File: config.mk
export PLATFORM = sky130hd
export DESIGN_NAME = qlu_arith
export DESIGN_NICKNAME = d
export VERILOG_FILES = /design/src/rtl/qlu_pkg.sv /design/src/rtl/qlu_arith.sv
export SDC_FILE = /design/constraint.sdc
export NUM_CORES = 2
export LEC_CHECK = 0
export ABC_AREA = 1
export BUFFER_PORTS_ARGS = -buffer_cell sky130_fd_sc_hd__buf_2
export CORE_ASPECT_RATIO = 0.8
export CORE_MARGIN = 2
export CORE_UTILIZATION = 65
export DETAILED_ROUTE_END_ITERATION = 12
export HOLD_SLACK_MARGIN = 0.08
export PLACE_DENSITY = 0.92
export SLEW_MARGIN = 40
export SYNTH_ARGS = -nofsm -noshare
export SYNTH_HDL_FRONTEND = slang
export SYNTH_SLANG_ARGS = --single-unit
export TNS_END_PERCENT = 5
File: constraint.sdc
create_clock -name clk -period 7.7 [get_ports clk]
set_input_delay 0.385 -clock clk [delete_from_list [all_inputs] [get_ports clk]]
set_output_delay 0.385 -clock clk [all_outputs]
set_load 0.01 [all_outputs]
File: src/rtl/qlu_pkg.sv
// Shared types, codes and a helper function of the Q-learning table update block.
package qlu_pkg;

  // Field widths of the request and result items.
  localparam int Q_W    = 24;
  localparam int LR_W   = 16;
  localparam int ZB_W   = 12;
  localparam int S_W    = 8;
  localparam int A_W    = 3;
  localparam int REQ_W  = 2;
  localparam int CFG_AW = 2;
  localparam int CFG_DW = 16;

  localparam int IN_DATA_W  = 72;
  localparam int OUT_DATA_W = 56;

  localparam int DEF_NUM_STATES  = 256;
  localparam int DEF_NUM_ACTIONS = 8;

  localparam logic [REQ_W-1:0] REQ_UPDATE = 2'd0;
  localparam logic [REQ_W-1:0] REQ_QUERY  = 2'd1;
  localparam logic [REQ_W-1:0] REQ_WRITE  = 2'd2;
  localparam logic [REQ_W-1:0] REQ_READ   = 2'd3;

  localparam logic [CFG_AW-1:0] CFG_LEARN_RATE = 2'd0;
  localparam logic [CFG_AW-1:0] CFG_DISCOUNT   = 2'd1;
  localparam logic [CFG_AW-1:0] CFG_ZERO_BAND  = 2'd2;

  localparam logic [LR_W-1:0] RST_LEARN_RATE = 16'd6554;
  localparam logic [LR_W-1:0] RST_DISCOUNT   = 16'd58982;
  localparam logic [ZB_W-1:0] RST_ZERO_BAND  = 12'd1;

  typedef struct packed {
    logic [LR_W-1:0] learn_rate;
    logic [LR_W-1:0] discount;
    logic [ZB_W-1:0] zero_band;
  } qlu_cfg_t;

  // Operands of one update; all Q11.12 two's complement.
  typedef struct packed {
    logic [Q_W-1:0] reward;
    logic [Q_W-1:0] q;
    logic [Q_W-1:0] bval;
  } qlu_op_t;

  typedef struct packed {
    logic           done;
    logic           sat;
    logic [Q_W-1:0] value;
  } qlu_res_t;

  // Values whose magnitude is at most zb are stored as zero.
  function automatic logic [Q_W-1:0] band(input logic [Q_W-1:0] v, input logic [ZB_W-1:0] zb);
    logic signed [Q_W:0] ve;
    logic signed [Q_W:0] mag;
    ve  = {v[Q_W-1], v};
    mag = ve[Q_W] ? -ve : ve;
    return ($unsigned(mag) <= (Q_W+1)'(zb)) ? '0 : v;
  endfunction

endpackage

File: src/rtl/qlu_arith.sv
// Four-stage update datapath: Q + round(alpha * (r + gamma*max - Q)), saturated and banded.
module qlu_arith import qlu_pkg::*; (
  input  logic     clk,
  input  logic     rst_n,
  input  logic     start,
  input  qlu_cfg_t cfg,
  input  qlu_op_t  op,
  output qlu_res_t res
);

  localparam int FRAC  = 16;
  localparam int SHR   = 32;
  localparam int M1_W  = Q_W + LR_W + 1;
  localparam int D_W   = M1_W + 1;
  localparam int P_W   = D_W + LR_W + 2;
  localparam int INC_W = P_W - SHR;
  localparam int NV_W  = INC_W + 1;
  localparam logic signed [NV_W-1:0] NV_MAX = NV_W'((64'sd1 <<< (Q_W-1)) - 64'sd1);
  localparam logic signed [NV_W-1:0] NV_MIN = -NV_MAX - NV_W'(1);

  logic [3:0]              vld_r;
  logic signed [M1_W-1:0]  m1_r;
  logic signed [D_W-1:0]   d_r;
  logic signed [P_W-1:0]   p_r;
  logic [Q_W-1:0]          value_r;
  logic                    sat_r;

  logic signed [M1_W-1:0]  m1_nxt;
  logic signed [D_W-1:0]   d_nxt;
  logic signed [P_W-1:0]   p_nxt;
  logic signed [INC_W-1:0] inc;
  logic signed [NV_W-1:0]  nv;
  logic signed [Q_W-1:0]   clip;
  logic                    sat_nxt;

  always_comb begin
    m1_nxt = M1_W'($signed({1'b0, cfg.discount})) * M1_W'($signed(op.bval));
    d_nxt  = (D_W'($signed(op.reward)) <<< FRAC) + D_W'(m1_r)
           - (D_W'($signed(op.q)) <<< FRAC);
    p_nxt  = P_W'($signed({1'b0, cfg.learn_rate})) * P_W'(d_r)
           + (P_W'(1) <<< (SHR-1));
    // Arithmetic shift of the rounded product gives the floor.
    inc    = p_r[P_W-1:SHR];
    nv     = NV_W'($signed(op.q)) + NV_W'(inc);
    sat_nxt = 1'b1;
    if (nv > NV_MAX) begin
      clip = Q_W'(NV_MAX);
    end else if (nv < NV_MIN) begin
      clip = Q_W'(NV_MIN);
    end else begin
      clip    = Q_W'(nv);
      sat_nxt = 1'b0;
    end
  end

  always_ff @(posedge clk) begin
    if (!rst_n) begin
      vld_r <= '0;
    end else begin
      vld_r <= {vld_r[2:0], start};
    end
  end

  always_ff @(posedge clk) begin
    m1_r    <= m1_nxt;
    d_r     <= d_nxt;
    p_r     <= p_nxt;
    value_r <= band(clip, cfg.zero_band);
    sat_r   <= sat_nxt;
  end

  assign res.done  = vld_r[3];
  assign res.sat   = sat_r;
  assign res.value = value_r;

endmodule

==> impl_metrics.toml <==
[logic_synthesis]
synth_cell_types = 46
syn_nets = 7562
syn_area_per_cell_um2 = 7.72
async_flop_share_pct = 0
synth_seq_area_share_pct = 6.00
synth_warnings = 0
postSynthCellCount = 6053
synth-edff-count = 0
synth-seq-cells = 140
netlist_area_um2 = 46700
ys.flop_type = "dfxtp_1"

[floorplan]
design.die.area_um2 = 74100
io_pins = 145
initial_core_util_pct = 65.9
dieHeight_um = 244
rows = 87
core_area_um2 = 70900
die_w_um = 304

[job]
maxCapViolCount = 0

[grt]
use_met2_pct = 55.3
grt_pass1_vias = 40500
grt_util_all_layers_pct = 34.6
grt_overflow_total = 0
antenna_found_initial = 9
grt_most_used_layer = "met2"
use_met3_pct = 11.0
grt_max_degree = 43
use_met1_pct = 45.2
grt_pass1_wl_um = 204000

[timing]
tightestPinTransition_ns = 0.952
finalSetupViolCount = 0
min_period_ns = 6.85
fin_tns_setup_ns = 0
rsz0062_at_grt = "false"
slew_violations = 0
hold_viol_final = 0
max_freq_ghz = 0.146
slew-limit-headroom_pct = 36.5
layout_worst_path_cycle_share_pct = 89.0
fin_skew_ns = 0.0141

[clock_network]
cts_resized = 0
cts_root_buf = "clkbuf_16"
cts_tree = "yes"
hold_buffers = 0
cts_inserted_buffers = 17
clk_pin_slew_ns = 0.06
cts_setup_buffers = 0
clkLatencyLatePin_ns = 0.44
cts_sinks = 140
clockBufferDepth = 2
htree_levels = 4

[worst_setup_path]
cp-start-kind = "flip-flop"
cp-end-kind = "flip-flop"
path_max_fanout = 16
worstPathRequired_ns = 8.02
worstPathArrival_ns = 7.17
critPathKind = "reg -> reg"

[layout]
layoutNonFillerInstCount = 6940
fin_nets = 7497
area_delta_synth_final_pct = 3.63
layout-drive-gt1-share_pct = 4.28

[placed_design]
io_buffers = 144
dp.cells = 6903
gp_congestion = 0.993
dp_hpwl_um = 104000

[route]
via_per_inst = 5.47
routed-via-count = 38000
drt_iter0_drc = 4018
ant_nets = 0
drcViolationCount = 0
wire_per_inst_um = 17.7
first_pass_iters = 8
wl_um = 123000

[min_path]
min_path_type = "in -> reg"

[status]
status = "completed"
==> layout by cell type (no fill, tap or decap), types with 31 or more instances in the layout <==
master / instances
inv_1: 1893
nand2_1: 1482
fa_1: 1034
ha_1: 355
a21oi_1: 202
nor2_1: 201
buf_2: 141
dfxtp_1: 137
o21ai_0: 101
xor2_1: 84
nand3_1: 73
xnor2_1: 58
buf_4: 31
==> synth_stat cells, types with 6 or more instances <==
library cell,n,area share [%]
a21oi_1,202,2.2
a31oi_1,25,0.33
clkbuf_1,248,2.0
dfxtp_1,140,6.0
fa_1,1035,44
ha_1,355,9.5
inv_1,1893,15
nand2_1,1482,12
nand2_2,9,0.12
nand3_1,73,0.78
nand4_1,16,0.21
nor2_1,201,1.6
nor2_2,26,0.35
nor3_1,11,0.12
o211ai_1,10,0.16
o21a_1,9,0.14
o21ai_0,101,1.1
o21bai_1,10,0.16
o31ai_1,6,0.096
xnor2_1,58,1.1
xor2_1,84,1.6
==> worst max-delay path, stage by stage (launching register included) <==
cell	delay, ns
dfxtp_1	0.91
nand2_1	0.17
fa_1	0.54
inv_1	0.05
fa_1	0.56
inv_1	0.07
fa_1	0.50
fa_1	0.51
fa_1	0.50
inv_1	0.05
fa_1	0.44
ha_1	0.34
a21oi_1	0.24
o21ai_0	0.14
a21oi_1	0.12
o21ai_0	0.08
o21bai_1	0.22
a21oi_1	0.27
o221ai_1	0.22
a21oi_1	0.25
inv_1	0.07
nand2_1	0.06
nand2_1	0.09
nand2_1	0.08
nand2_1	0.06
xor2_1	0.16
==> through the flow <==
| step | cell area (µm²) | setup WS, ns | utilization, % | hold WS, ns |
|---|---|---|---|---|
| floorplan | 46700 | 1.47 | - | 0.310 |
| global placement | 47800 | 0.736 | 67.5 | 0.325 |
| detailed placement | 47800 | 0.655 | 67.5 | 0.320 |
| CTS | 48400 | 1.01 | 68.3 | 0.124 |
| global route | 48400 | 0.495 | 68.3 | 0.134 |
| finish | 48400 | 0.850 | 68.3 | 0.132 |
==> layer usage <==
layer	part of all wire [%]	wire [µm]
met3	14	17000
met4	3.4	4150
met2	45	55700
met5	0.21	256
met1	37	45900
==> sequential cells by signal, indices dropped and copies added, names as in the netlist <==
name / count
sat_r: 1
p_r: 28
value_r: 24
m1_r: 41
vld_r: 4
d_r: 42
==> kinds of logic (layout without fill, tap and decap cells) <==
| kind of cell | Yosys count | in the layout | synth area share (%) |
|---|---|---|---|
| other cells | 0 | 5 | 0 |
| flops | 140 | 140 | 6.00 |
| fa+ha+maj | 1390 | 1390 | 53.8 |
| simple gates | 1835 | 1835 | 15.4 |
| buf+inv | 2150 | 2098 | 17.4 |
| xor+xnor | 142 | 142 | 2.66 |
| compound gates | 396 | 396 | 4.72 |
==> area by class of cell <==
cell class,instances,area (µm²)
flip-flops and latches,140,2810
fillers,5244,22400
multi-input cells,3763,35800
well taps,934,1170
inverters,1894,7110
clock buffers,19,433
diodes,5,12.5
repair buffers,172,938
clock inverters,13,144
==> final timing paths <==
check / to / slack (ns) / from / cells after the start
setup / recovery: p_r[53] / 0.85 / d_r[21] / 25
setup reg to reg: p_r[53] / 0.85 / d_r[21] / 25
hold reg to reg: d_r[0] / 0.33 / m1_r[0] / 0
hold / removal: vld_r[0] / 0.13 / start / 3
Power is left out: the tool's default activity adds up to more than one toggle a clock period on the data nets, which glitch-free logic cannot reach.
